**config.mk**
```make
export PLATFORM = sky130hd
export DESIGN_NAME = piecewise_linear_interpolator_flat
export DESIGN_NICKNAME = d
export VERILOG_FILES = /design/src/rtl/pli_pkg.sv /design/src/rtl/pli_if.sv /design/src/rtl/pli_datapath.sv /design/src/rtl/pli_ctrl.sv /design/src/rtl/piecewise_linear_interpolator.sv /design/src/flat_wrapper.sv
export SDC_FILE = /design/constraint.sdc
export NUM_CORES = 2
export LEC_CHECK = 0
export BUFFER_PORTS_ARGS = -buffer_cell sky130_fd_sc_hd__buf_2
export CAP_MARGIN = 5
export CORE_MARGIN = 5
export CORE_UTILIZATION = 49
export DETAILED_ROUTE_END_ITERATION = 16
export HOLD_SLACK_MARGIN = 0.08
export SYNTH_ARGS = -nofsm -noshare
export SYNTH_HDL_FRONTEND = slang
export SYNTH_SLANG_ARGS = --single-unit
```
**constraint.sdc**
```tcl
create_clock -name i_clk -period 7.3 [get_ports i_clk]
set_input_delay 1.095 -clock i_clk [delete_from_list [all_inputs] [get_ports i_clk]]
set_output_delay 1.095 -clock i_clk [all_outputs]
set_load 0.01 [all_outputs]
```
**src/rtl/pli_pkg.sv**
```systemverilog
// Package for the piecewise linear interpolator: codes, types and constants.
// Used by the interfaces, the controller, the datapath and the top level.
`default_nettype none

package pli_pkg;

    // Default number of breakpoint table entries.
    localparam int MAX_POINTS_DEF = 16;

    // Field widths fixed by the request and result formats.
    localparam int DATA_W  = 16;
    localparam int ENTRY_W = 4;
    localparam int COUNT_W = 5;

    // The quotient of one interpolation always fits in 16 bits.
    localparam int DIV_STEPS = 16;
    localparam int DIV_CNT_W = $clog2(DIV_STEPS);

    // Request operation codes.
    typedef enum logic {
        OP_EVAL = 1'b0,
        OP_LOAD = 1'b1
    } t_op;

    // Result region codes.
    typedef enum logic [1:0] {
        REGION_INTERP = 2'd0,
        REGION_LOW    = 2'd1,
        REGION_HIGH   = 2'd2,
        REGION_EMPTY  = 2'd3
    } t_region;

    // Controller states.
    typedef enum logic [2:0] {
        ST_IDLE,
        ST_PRIME,
        ST_SEARCH,
        ST_MUL,
        ST_DIV_SETUP,
        ST_DIV,
        ST_DIV_END,
        ST_FINISH
    } t_state;

    // Commands from the controller to the datapath.
    typedef struct packed {
        logic accept;
        logic prime;
        logic search;
        logic mul;
        logic div_setup;
        logic div_step;
        logic div_end;
        logic out_load;
    } t_cmd;

    // Status from the datapath to the controller.
    typedef struct packed {
        logic is_load;
        logic cnt_zero;
        logic gt;
        logic first;
        logic last;
        logic div_last;
    } t_status;

endpackage

`default_nettype wire

```
**src/rtl/pli_if.sv**
```systemverilog
// Request and result channel interfaces of the piecewise linear interpolator.
// Depends on pli_pkg for the field widths.
`default_nettype none

interface pli_req_if;
    logic                              valid;
    logic                              ready;
    logic                              operation;
    logic [pli_pkg::ENTRY_W-1:0]       entry_index;
    logic signed [pli_pkg::DATA_W-1:0] entry_x;
    logic signed [pli_pkg::DATA_W-1:0] entry_y;
    logic signed [pli_pkg::DATA_W-1:0] query_x;

    modport source (output valid, operation, entry_index, entry_x, entry_y, query_x,
                    input ready);
    modport sink   (input valid, operation, entry_index, entry_x, entry_y, query_x,
                    output ready);
endinterface

interface pli_rsp_if;
    logic                              valid;
    logic                              ready;
    logic signed [pli_pkg::DATA_W-1:0] value;
    logic [1:0]                        region;

    modport source (output valid, value, region, input ready);
    modport sink   (input valid, value, region, output ready);
endinterface

`default_nettype wire

```
**src/rtl/pli_datapath.sv**
```systemverilog
// Datapath of the piecewise linear interpolator: breakpoint memory, search
// registers, multiplier, restoring divider and output register. Uses pli_pkg.
`default_nettype none

module pli_datapath #(
    parameter int MAX_POINTS = pli_pkg::MAX_POINTS_DEF
) (
    input  wire                                i_clk,
    input  wire                                i_rst_n,
    input  wire                                i_cfg_wr_en,
    input  wire  [pli_pkg::COUNT_W-1:0]        i_cfg_wr_data,
    input  wire                                i_operation,
    input  wire  [pli_pkg::ENTRY_W-1:0]        i_entry_index,
    input  wire  signed [pli_pkg::DATA_W-1:0]  i_entry_x,
    input  wire  signed [pli_pkg::DATA_W-1:0]  i_entry_y,
    input  wire  signed [pli_pkg::DATA_W-1:0]  i_query_x,
    input  pli_pkg::t_cmd                      i_cmd,
    output pli_pkg::t_status                   o_status,
    output logic signed [pli_pkg::DATA_W-1:0]  o_value,
    output logic [1:0]                         o_region
);

    localparam int IDX_W = (MAX_POINTS > 1) ? $clog2(MAX_POINTS) : 1;
    localparam int CNT_W = $clog2(MAX_POINTS + 1);
    localparam int DW    = pli_pkg::DATA_W;

    // Configuration register.
    logic [pli_pkg::COUNT_W-1:0] r_points_in_use;

    // Breakpoint memory: y in the upper half, x in the lower half.
    logic [2*DW-1:0] r_mem [MAX_POINTS];
    logic [2*DW-1:0] r_rd_data;
    logic [IDX_W-1:0] r_addr;

    // Search state.
    logic [CNT_W-1:0]     r_n;
    logic [CNT_W-1:0]     r_chk;
    logic signed [DW-1:0] r_q;
    logic signed [DW-1:0] r_x0;
    logic signed [DW-1:0] r_y0;

    // Arithmetic state.
    logic signed [DW:0]     r_dy;
    logic signed [DW:0]     r_dx;
    logic [DW-1:0]          r_den;
    logic signed [2*DW+1:0] r_prod;
    logic                   r_neg;
    logic [DW-1:0]          r_rem;
    logic [DW-1:0]          r_quo;
    logic [pli_pkg::DIV_CNT_W-1:0] r_div_cnt;

    // Result staging and output register.
    logic signed [DW-1:0] r_res_value;
    logic [1:0]           r_res_region;
    logic signed [DW-1:0] r_out_value;
    logic [1:0]           r_out_region;

    logic signed [DW-1:0]   rd_x;
    logic signed [DW-1:0]   rd_y;
    logic [CNT_W-1:0]       cnt_sat;
    logic                   load_wr;
    logic [CNT_W-1:0]       chk_inc;
    logic [2*DW+1:0]        prod_mag;
    logic [DW:0]            div_shift;
    logic [DW:0]            div_sub;
    logic                   div_bit;
    logic signed [DW+1:0]   quo_signed;
    logic signed [DW+1:0]   res_sum;

    // Field split of the entry just read, and the saturated entry count.
    always_comb begin
        rd_x    = r_rd_data[DW-1:0];
        rd_y    = r_rd_data[2*DW-1:DW];
        cnt_sat = (int'(r_points_in_use) > MAX_POINTS) ? CNT_W'(MAX_POINTS)
                                                        : CNT_W'(r_points_in_use);
        load_wr = i_cmd.accept && (i_operation == pli_pkg::OP_LOAD) &&
                  (int'(i_entry_index) < MAX_POINTS);
        chk_inc = r_chk + CNT_W'(1);
    end

    // Status toward the controller.
    always_comb begin
        o_status.is_load  = (i_operation == pli_pkg::OP_LOAD);
        o_status.cnt_zero = (cnt_sat == '0);
        o_status.gt       = (rd_x > r_q);
        o_status.first    = (r_chk == '0);
        o_status.last     = (chk_inc == r_n);
        o_status.div_last = (r_div_cnt == pli_pkg::DIV_CNT_W'(pli_pkg::DIV_STEPS - 1));
    end

    // One restoring division step and the signed floor correction.
    always_comb begin
        prod_mag   = r_prod[2*DW+1] ? 34'(-r_prod) : 34'(r_prod);
        div_shift  = {r_rem, r_quo[DW-1]};
        div_sub    = div_shift - {1'b0, r_den};
        div_bit    = (div_shift >= {1'b0, r_den});
        quo_signed = r_neg ? (-(18'({2'b00, r_quo})) - 18'(r_rem != '0))
                           : 18'({2'b00, r_quo});
        res_sum    = 18'(r_y0) + quo_signed;
    end

    // Configuration register write.
    always_ff @(posedge i_clk) begin
        if (!i_rst_n) begin
            r_points_in_use <= '0;
        end else if (i_cfg_wr_en) begin
            r_points_in_use <= i_cfg_wr_data;
        end
    end

    // Breakpoint memory with a registered read port.
    always_ff @(posedge i_clk) begin
        if (load_wr) begin
            r_mem[IDX_W'(i_entry_index)] <= {i_entry_y, i_entry_x};
        end
        r_rd_data <= r_mem[r_addr];
    end

    // Search, arithmetic and result registers.
    always_ff @(posedge i_clk) begin
        if (i_cmd.accept) begin
            r_q    <= i_query_x;
            r_n    <= cnt_sat;
            r_addr <= '0;
            r_chk  <= '0;
            r_res_value <= '0;
            if (i_operation == pli_pkg::OP_LOAD) begin
                r_res_region <= pli_pkg::REGION_INTERP;
            end else begin
                r_res_region <= pli_pkg::REGION_EMPTY;
            end
        end

        if (i_cmd.prime) begin
            if (int'(r_addr) != MAX_POINTS - 1) begin
                r_addr <= r_addr + IDX_W'(1);
            end
        end

        if (i_cmd.search) begin
            if (o_status.gt) begin
                if (o_status.first) begin
                    r_res_value  <= rd_y;
                    r_res_region <= pli_pkg::REGION_LOW;
                end else begin
                    r_dy  <= 17'(rd_y) - 17'(r_y0);
                    r_dx  <= 17'(r_q) - 17'(r_x0);
                    r_den <= DW'(17'(rd_x) - 17'(r_x0));
                end
            end else begin
                r_x0 <= rd_x;
                r_y0 <= rd_y;
                if (o_status.last) begin
                    r_res_value  <= rd_y;
                    r_res_region <= pli_pkg::REGION_HIGH;
                end else begin
                    r_chk <= chk_inc;
                    if (int'(r_addr) != MAX_POINTS - 1) begin
                        r_addr <= r_addr + IDX_W'(1);
                    end
                end
            end
        end

        // Both factors are 17-bit signed; the product is sign extended to 34 bits.
        if (i_cmd.mul) begin
            r_prod <= 34'(r_dy) * 34'(r_dx);
        end

        // The magnitude is below 2^32 and its quotient below 2^16, so the
        // upper half starts as the partial remainder.
        if (i_cmd.div_setup) begin
            r_neg     <= r_prod[2*DW+1];
            r_rem     <= prod_mag[2*DW-1:DW];
            r_quo     <= prod_mag[DW-1:0];
            r_div_cnt <= '0;
        end

        if (i_cmd.div_step) begin
            r_rem     <= div_bit ? div_sub[DW-1:0] : div_shift[DW-1:0];
            r_quo     <= {r_quo[DW-2:0], div_bit};
            r_div_cnt <= r_div_cnt + pli_pkg::DIV_CNT_W'(1);
        end

        if (i_cmd.div_end) begin
            r_res_value  <= res_sum[DW-1:0];
            r_res_region <= pli_pkg::REGION_INTERP;
        end

        if (i_cmd.out_load) begin
            r_out_value  <= r_res_value;
            r_out_region <= r_res_region;
        end
    end

    assign o_value  = r_out_value;
    assign o_region = r_out_region;

endmodule

`default_nettype wire

```
**src/rtl/pli_ctrl.sv**
```systemverilog
// Controller state machine of the piecewise linear interpolator.
// Sequences the datapath through pli_pkg commands and owns the result valid.
`default_nettype none

module pli_ctrl (
    input  wire                    i_clk,
    input  wire                    i_rst_n,
    input  wire                    i_in_valid,
    output logic                   o_in_ready,
    output logic                   o_out_valid,
    input  wire                    i_out_ready,
    input  pli_pkg::t_status       i_status,
    output pli_pkg::t_cmd          o_cmd
);

    pli_pkg::t_state r_state;
    pli_pkg::t_state n_state;
    logic            r_out_valid;
    logic            n_out_valid;
    logic            accept;
    logic            out_free;

    always_comb begin
        accept   = i_in_valid && (r_state == pli_pkg::ST_IDLE);
        out_free = !r_out_valid || i_out_ready;
    end

    // Next state.
    always_comb begin
        n_state = r_state;
        case (r_state)
            pli_pkg::ST_IDLE: begin
                if (i_in_valid) begin
                    if (i_status.is_load || i_status.cnt_zero) begin
                        n_state = pli_pkg::ST_FINISH;
                    end else begin
                        n_state = pli_pkg::ST_PRIME;
                    end
                end
            end
            pli_pkg::ST_PRIME: begin
                n_state = pli_pkg::ST_SEARCH;
            end
            pli_pkg::ST_SEARCH: begin
                if (i_status.gt) begin
                    n_state = i_status.first ? pli_pkg::ST_FINISH : pli_pkg::ST_MUL;
                end else if (i_status.last) begin
                    n_state = pli_pkg::ST_FINISH;
                end
            end
            pli_pkg::ST_MUL: begin
                n_state = pli_pkg::ST_DIV_SETUP;
            end
            pli_pkg::ST_DIV_SETUP: begin
                n_state = pli_pkg::ST_DIV;
            end
            pli_pkg::ST_DIV: begin
                if (i_status.div_last) begin
                    n_state = pli_pkg::ST_DIV_END;
                end
            end
            pli_pkg::ST_DIV_END: begin
                n_state = pli_pkg::ST_FINISH;
            end
            pli_pkg::ST_FINISH: begin
                if (out_free) begin
                    n_state = pli_pkg::ST_IDLE;
                end
            end
            default: begin
                n_state = pli_pkg::ST_IDLE;
            end
        endcase
    end

    // Commands and handshake outputs.
    always_comb begin
        o_cmd           = '0;
        o_cmd.accept    = accept;
        o_cmd.prime     = (r_state == pli_pkg::ST_PRIME);
        o_cmd.search    = (r_state == pli_pkg::ST_SEARCH);
        o_cmd.mul       = (r_state == pli_pkg::ST_MUL);
        o_cmd.div_setup = (r_state == pli_pkg::ST_DIV_SETUP);
        o_cmd.div_step  = (r_state == pli_pkg::ST_DIV);
        o_cmd.div_end   = (r_state == pli_pkg::ST_DIV_END);
        o_cmd.out_load  = (r_state == pli_pkg::ST_FINISH) && out_free;
        o_in_ready      = (r_state == pli_pkg::ST_IDLE);
        o_out_valid     = r_out_valid;
    end

    // Result valid: set when a result enters the output register, cleared when it is taken.
    always_comb begin
        n_out_valid = r_out_valid;
        if (o_cmd.out_load) begin
            n_out_valid = 1'b1;
        end else if (i_out_ready) begin
            n_out_valid = 1'b0;
        end
    end

    always_ff @(posedge i_clk) begin
        if (!i_rst_n) begin
            r_state     <= pli_pkg::ST_IDLE;
            r_out_valid <= 1'b0;
        end else begin
            r_state     <= n_state;
            r_out_valid <= n_out_valid;
        end
    end

endmodule

`default_nettype wire

```
**src/rtl/piecewise_linear_interpolator.sv**
```systemverilog
// Top level of the piecewise linear interpolator.
// Instantiates pli_ctrl and pli_datapath; uses pli_pkg and the pli_if interfaces.
//
// A load request writes one (x, y) breakpoint and an evaluate request returns
// the floored linear interpolation at query_x, or the clamped end ordinate.
// Requests are handled one at a time; a finished result waits in an output
// register, so the next request is taken while it is still pending. An
// evaluate with no points in use returns the empty region; otherwise the
// sequential search clamps low at the first entry, clamps high past the last
// point in use, or else interpolates by a multiply and a division. The search
// reads one memory entry per cycle from the single read port, and the division
// runs 16 restoring steps of a single divider.
`default_nettype none

module piecewise_linear_interpolator #(
    parameter int MAX_POINTS = pli_pkg::MAX_POINTS_DEF
) (
    input  wire                          i_clk,
    input  wire                          i_rst_n,
    input  wire                          i_cfg_wr_en,
    input  wire  [pli_pkg::COUNT_W-1:0]  i_cfg_wr_data,
    pli_req_if.sink                      i_req,
    pli_rsp_if.source                    o_rsp
);

    pli_pkg::t_cmd    w_cmd;
    pli_pkg::t_status w_status;

    // Sequencing of each request.
    pli_ctrl u_ctrl (
        .i_clk       (i_clk),
        .i_rst_n     (i_rst_n),
        .i_in_valid  (i_req.valid),
        .o_in_ready  (i_req.ready),
        .o_out_valid (o_rsp.valid),
        .i_out_ready (o_rsp.ready),
        .i_status    (w_status),
        .o_cmd       (w_cmd)
    );

    // Table, search and arithmetic.
    pli_datapath #(
        .MAX_POINTS (MAX_POINTS)
    ) u_datapath (
        .i_clk         (i_clk),
        .i_rst_n       (i_rst_n),
        .i_cfg_wr_en   (i_cfg_wr_en),
        .i_cfg_wr_data (i_cfg_wr_data),
        .i_operation   (i_req.operation),
        .i_entry_index (i_req.entry_index),
        .i_entry_x     (i_req.entry_x),
        .i_entry_y     (i_req.entry_y),
        .i_query_x     (i_req.query_x),
        .i_cmd         (w_cmd),
        .o_status      (w_status),
        .o_value       (o_rsp.value),
        .o_region      (o_rsp.region)
    );

endmodule

`default_nettype wire
```
**src/flat_wrapper.sv**
```systemverilog
// flat-port wrapper written by rule: the top's interface ports become plain ports
module piecewise_linear_interpolator_flat 
#(
    parameter int MAX_POINTS = pli_pkg::MAX_POINTS_DEF
)
  (i_clk, i_rst_n, i_cfg_wr_en, i_cfg_wr_data, i_req_valid, i_req_operation, i_req_entry_index, i_req_entry_x, i_req_entry_y, i_req_query_x, i_req_ready, o_rsp_valid, o_rsp_value, o_rsp_region, o_rsp_ready);
  pli_req_if i_req_i ();
  pli_rsp_if o_rsp_i ();
  input  wire i_clk;
  input  wire i_rst_n;
  input  wire i_cfg_wr_en;
  input  wire  [pli_pkg::COUNT_W-1:0] i_cfg_wr_data;
  input wire logic [$bits(i_req_i.valid)-1:0] i_req_valid;
  input wire logic [$bits(i_req_i.operation)-1:0] i_req_operation;
  input wire logic [$bits(i_req_i.entry_index)-1:0] i_req_entry_index;
  input wire logic [$bits(i_req_i.entry_x)-1:0] i_req_entry_x;
  input wire logic [$bits(i_req_i.entry_y)-1:0] i_req_entry_y;
  input wire logic [$bits(i_req_i.query_x)-1:0] i_req_query_x;
  output wire logic [$bits(i_req_i.ready)-1:0] i_req_ready;
  output wire logic [$bits(o_rsp_i.valid)-1:0] o_rsp_valid;
  output wire logic [$bits(o_rsp_i.value)-1:0] o_rsp_value;
  output wire logic [$bits(o_rsp_i.region)-1:0] o_rsp_region;
  input wire logic [$bits(o_rsp_i.ready)-1:0] o_rsp_ready;
  assign i_req_i.valid = i_req_valid;
  assign i_req_i.operation = i_req_operation;
  assign i_req_i.entry_index = i_req_entry_index;
  assign i_req_i.entry_x = i_req_entry_x;
  assign i_req_i.entry_y = i_req_entry_y;
  assign i_req_i.query_x = i_req_query_x;
  assign i_req_ready = i_req_i.ready;
  assign o_rsp_valid = o_rsp_i.valid;
  assign o_rsp_value = o_rsp_i.value;
  assign o_rsp_region = o_rsp_i.region;
  assign o_rsp_i.ready = o_rsp_ready;
  piecewise_linear_interpolator #(.MAX_POINTS(MAX_POINTS)) u_core (.i_clk(i_clk), .i_rst_n(i_rst_n), .i_cfg_wr_en(i_cfg_wr_en), .i_cfg_wr_data(i_cfg_wr_data), .i_req(i_req_i), .o_rsp(o_rsp_i));
endmodule
```
==> key figures <==
Status
  • Status: finished, final reports clean

Global route
  • GRT Util Overall: 0.226
  • Total congestion overflow: 0
  • Antenna violations before repair: 23
  • Largest net degree at the start of global routing: 71
  • Number of global-route vias before repair: 27504
  • First-pass GRT wire length: 167 mm

Critical path
  • CP delay by family, top: adder cells
  • Crit path max fanout: 10
  • Slowest-stage cell, CP: edfxtp_1
  • WS Path Type: register to register
  • Crit. End Element: register
  • Critical Path Start Type: register
  • Critical Path AT: 7480 ps
  • Cell mode on critical path: fa_1
  • Critical-path cell list: buf_4 -> and2_1 -> fa_1 -> fa_1 -> ha_1 -> fa_1 -> inv_1 -> fa_1 -> fa_1 -> inv_1 -> ha_1 -> a2111oi_1 -> o31ai_1 -> buf_4 -> o211ai_1 -> nor2_1 -> o41ai_1 -> buf_4 -> o2111ai_1 -> a21oi_1 -> xnor2_1
  • Critical path depth: 21
  • R2r worst-path depth: 21
  • Worst EP required: 7690 ps
  • Buf/Inv on CP: 5
  • Critical path's largest stage delay: 700 ps

Pwr
  • Int Pwr: 14.7 mW
  • Leakage: 19.0 nW
  • Combinational Power Share: 0.583
  • Sw Share: 0.423
  • Clk pwr share: 0.158
  • PwrDens: 518 nW/um^2
  • P_sw: 10.8 mW
  • Sequential share of power: 0.258
  • VDD IR max: 651 uV

Place
  • Cells after DPL: 4478
  • Placer congestion estimate: 0.911
  • Port Buffers: 82
  • Hpwl dp: 76.1 mm

Clock tree
  • Clock sink total: 771
  • Hold Buf Count CTS: 0
  • Root Buffer: clkbuf_16
  • Worst-Skew Late Latency: 650 ps
  • CTS H-tree lvls: 3
  • Num CTS Buffers: 82
  • CTS tree: yes
  • CTS Buffer Depth: 3
  • Clk slew on worst S/H paths: 60 ps

Cells and area
  • Layout cells sized above 1: 0.141
  • Most frequent cells in the layout: edfxtp_1 (703), inv_1 (450), fa_1 (301), nand2_1 (236), ha_1 (201)
  • Area grow syn2layout: 10.9%
  • Non-filler cells, final: 4638
  • Fill count: 7374
  • Final net count: 3958
  • Most common cell after layout, fill and taps aside: edfxtp_1

Floorplanning
  • Core area: 89900 sq um
  • Row cnt: 110
  • Die width: 311 um
  • Die height: 311 um
  • Initial core utilization: 0.493
  • Die area: 96500 sq um
  • I/O pins: 83

Timing
  • Period utilization: 0.971
  • TNS Setup: 0 ps
  • Worst hold margin: 439 ps
  • Skew final: 34.3 ps
  • Setup violators final: 0
  • Fin crit period: 7090 ps
  • Unrepaired setup endpoints after global routing: no
  • Relative slew slack: 0.185
  • Fmax: 141 MHz
  • Endpoints failing hold: 0
  • Worst slew pin tran: 1220 ps
  • Slew Limit Fails: 0

Route
  • Vias after detailed routing: 26118
  • First DRT Iteration DRCs: 1879
  • WL final: 109 mm
  • Routed length per instance: 23.6 um
  • DRT Pass-1 Iters: 7
  • DRC viols: 0
  • Via/cell ratio: 5.63
  • Final ANT Viol Nets: 0

Yosys
  • Syn Area/Cell: 13.6 sq um
  • Largest family of logic cells by synthesized area: adder cells
  • Synth Area in Compound Gates: 0.0569
  • Post-synthesis xor/xnor area fraction: 0.0285
  • Top-area cell type share of the netlist area: 0.477
  • Post-synth EDFFs: 703
  • Mapped Nets: 3821
  • Synth Area in Adders: 0.193
  • Post-synthesis mux area share: 0.0858
  • Share of async-settable or async-resettable flops after synthesis: 0
  • Mapped Area: 44300 sq um
  • Synth area leader: edfxtp_1
  • Post-Synth Simple-Gate Area: 0.0813
  • Sequential share of the synthesized area: 0.507
  • Ys flop type: edfxtp_1
  • Synth Register Bits: 771
  • Post-synthesis cell count: 3256
  • Number of distinct library cells after synthesis: 72
  • Yosys synthesis warning count: 0
  • Leading post-synthesis cells by cell area: edfxtp_1 (48%), fa_1 (14%), mux4_2 (8.1%), ha_1 (5.7%), inv_1 (3.8%)

Flow run
  • Max cap viols: 0

Worst hold path
  • HP Class: register to register
  • Hold path depth: 0
==> worst register-to-register path, delay by kind of cell (launching register included) <==
kind	cells	cell delay, ps
simple gates	2	340
compound gates	6	2110
flops	1	700
buf+inv	5	760
fa+ha+maj	7	2870
xor+xnor	1	80
==> cells in the mapped netlist (all sizes together), types with 25 or more instances <==
cell type and number:
a21oi 80, and2 152, clkbuf 88, dfxtp 68, edfxtp 703, fa 301, ha 201, inv 450
mux4 160, nand2 236, nand2b 25, nand3 34, nor2 122, nor2b 36, nor3 44, o21ai 104
xnor2 99, xor2 45
==> sequential cells by signal (all words and copies together), names as in the netlist, 17 cells and up <==
signal,flops
u_core.u_datapath.r_dx,17
u_core.u_datapath.r_dy,17
u_core.u_datapath.r_mem,512
u_core.u_datapath.r_prod,33
u_core.u_datapath.r_rd_data,32
==> final timing paths <==
kind / start / endpoint / slack (ps)
setup / recovery: u_core.u_datapath.r_dy[5]$_DFFE_PP_ / u_core.u_datapath.r_prod[33]$_DFFE_PP_ / 210
setup reg to reg: u_core.u_datapath.r_dy[5]$_DFFE_PP_ / u_core.u_datapath.r_prod[33]$_DFFE_PP_ / 210
hold reg to reg: u_core.u_datapath.r_res_region[0]$_SDFF_PP0_ / u_core.u_datapath.o_region[0]$_DFFE_PP_ / 440
hold / removal: u_core.u_datapath.r_res_region[0]$_SDFF_PP0_ / u_core.u_datapath.o_region[0]$_DFFE_PP_ / 440
==> per-layer routing <==
| layer | wire, um | global-route usage |
|---|---|---|
| met5 | 76 | 0 |
| met4 | 3710 | 0.0732 |
| met3 | 6580 | 0.0442 |
| met2 | 54200 | 0.384 |
| met1 | 44700 | 0.296 |
==> power by group through the flow <==
stage | sequential [mW] | clock [mW] | combinational (mW)
final | 6.57 | 4.03 | 14.8
after global routing | 6.63 | 4.30 | 16.5
after CTS | 6.58 | 4.12 | 14.9
after detailed placement | 6.67 | 0 | 14.8
after global placement | 6.66 | 0 | 14.5
after floorplan | 6.33 | 0 | 10.9
==> cell families (layout without fill, tap and decap cells) <==
group	Yosys count	after routing
multiplexers	179	179
AND/OR/NAND/NOR	725	725
adder cells (fa/ha/maj)	502	502
buffers and inverters	556	759
AO/OA/AOI/OAI	379	379
flip-flops	771	771
other	0	3
XOR/XNOR	144	144
==> cell type report <==
type,instances,area (sq um),area share
clock inverter,36,352,0.00716
timing repair buffer,159,1010,0.0206
multi-input combinational,1929,19900,0.405
tap,1176,1470,0.0300
sequential,771,22500,0.458
clock buffer,114,2230,0.0454
inverter,450,1690,0.0344
antenna,3,7.51,0.000153
==> per-stage QoR <==
stage | total power [mW] | worst slack, ps | area [sq um] | utilization
finish | 25.5 | 209 | 49100 | 0.546
floorplan | 17.2 | 908 | 44300 | -
global route | 27.4 | 82.4 | 49100 | 0.546
detailed placement | 21.5 | 147 | 46400 | 0.517
CTS | 25.6 | 147 | 49000 | 0.546
global placement | 21.1 | 297 | 46400 | 0.517
==> timing repair <==
item | 4_1_cts | 5_1_grt
setup buffers | 0 | 7
resized for setup | 0 | 3
endpoints found under the setup margin | 0 | 2
(Power assumes the default switching activity.)
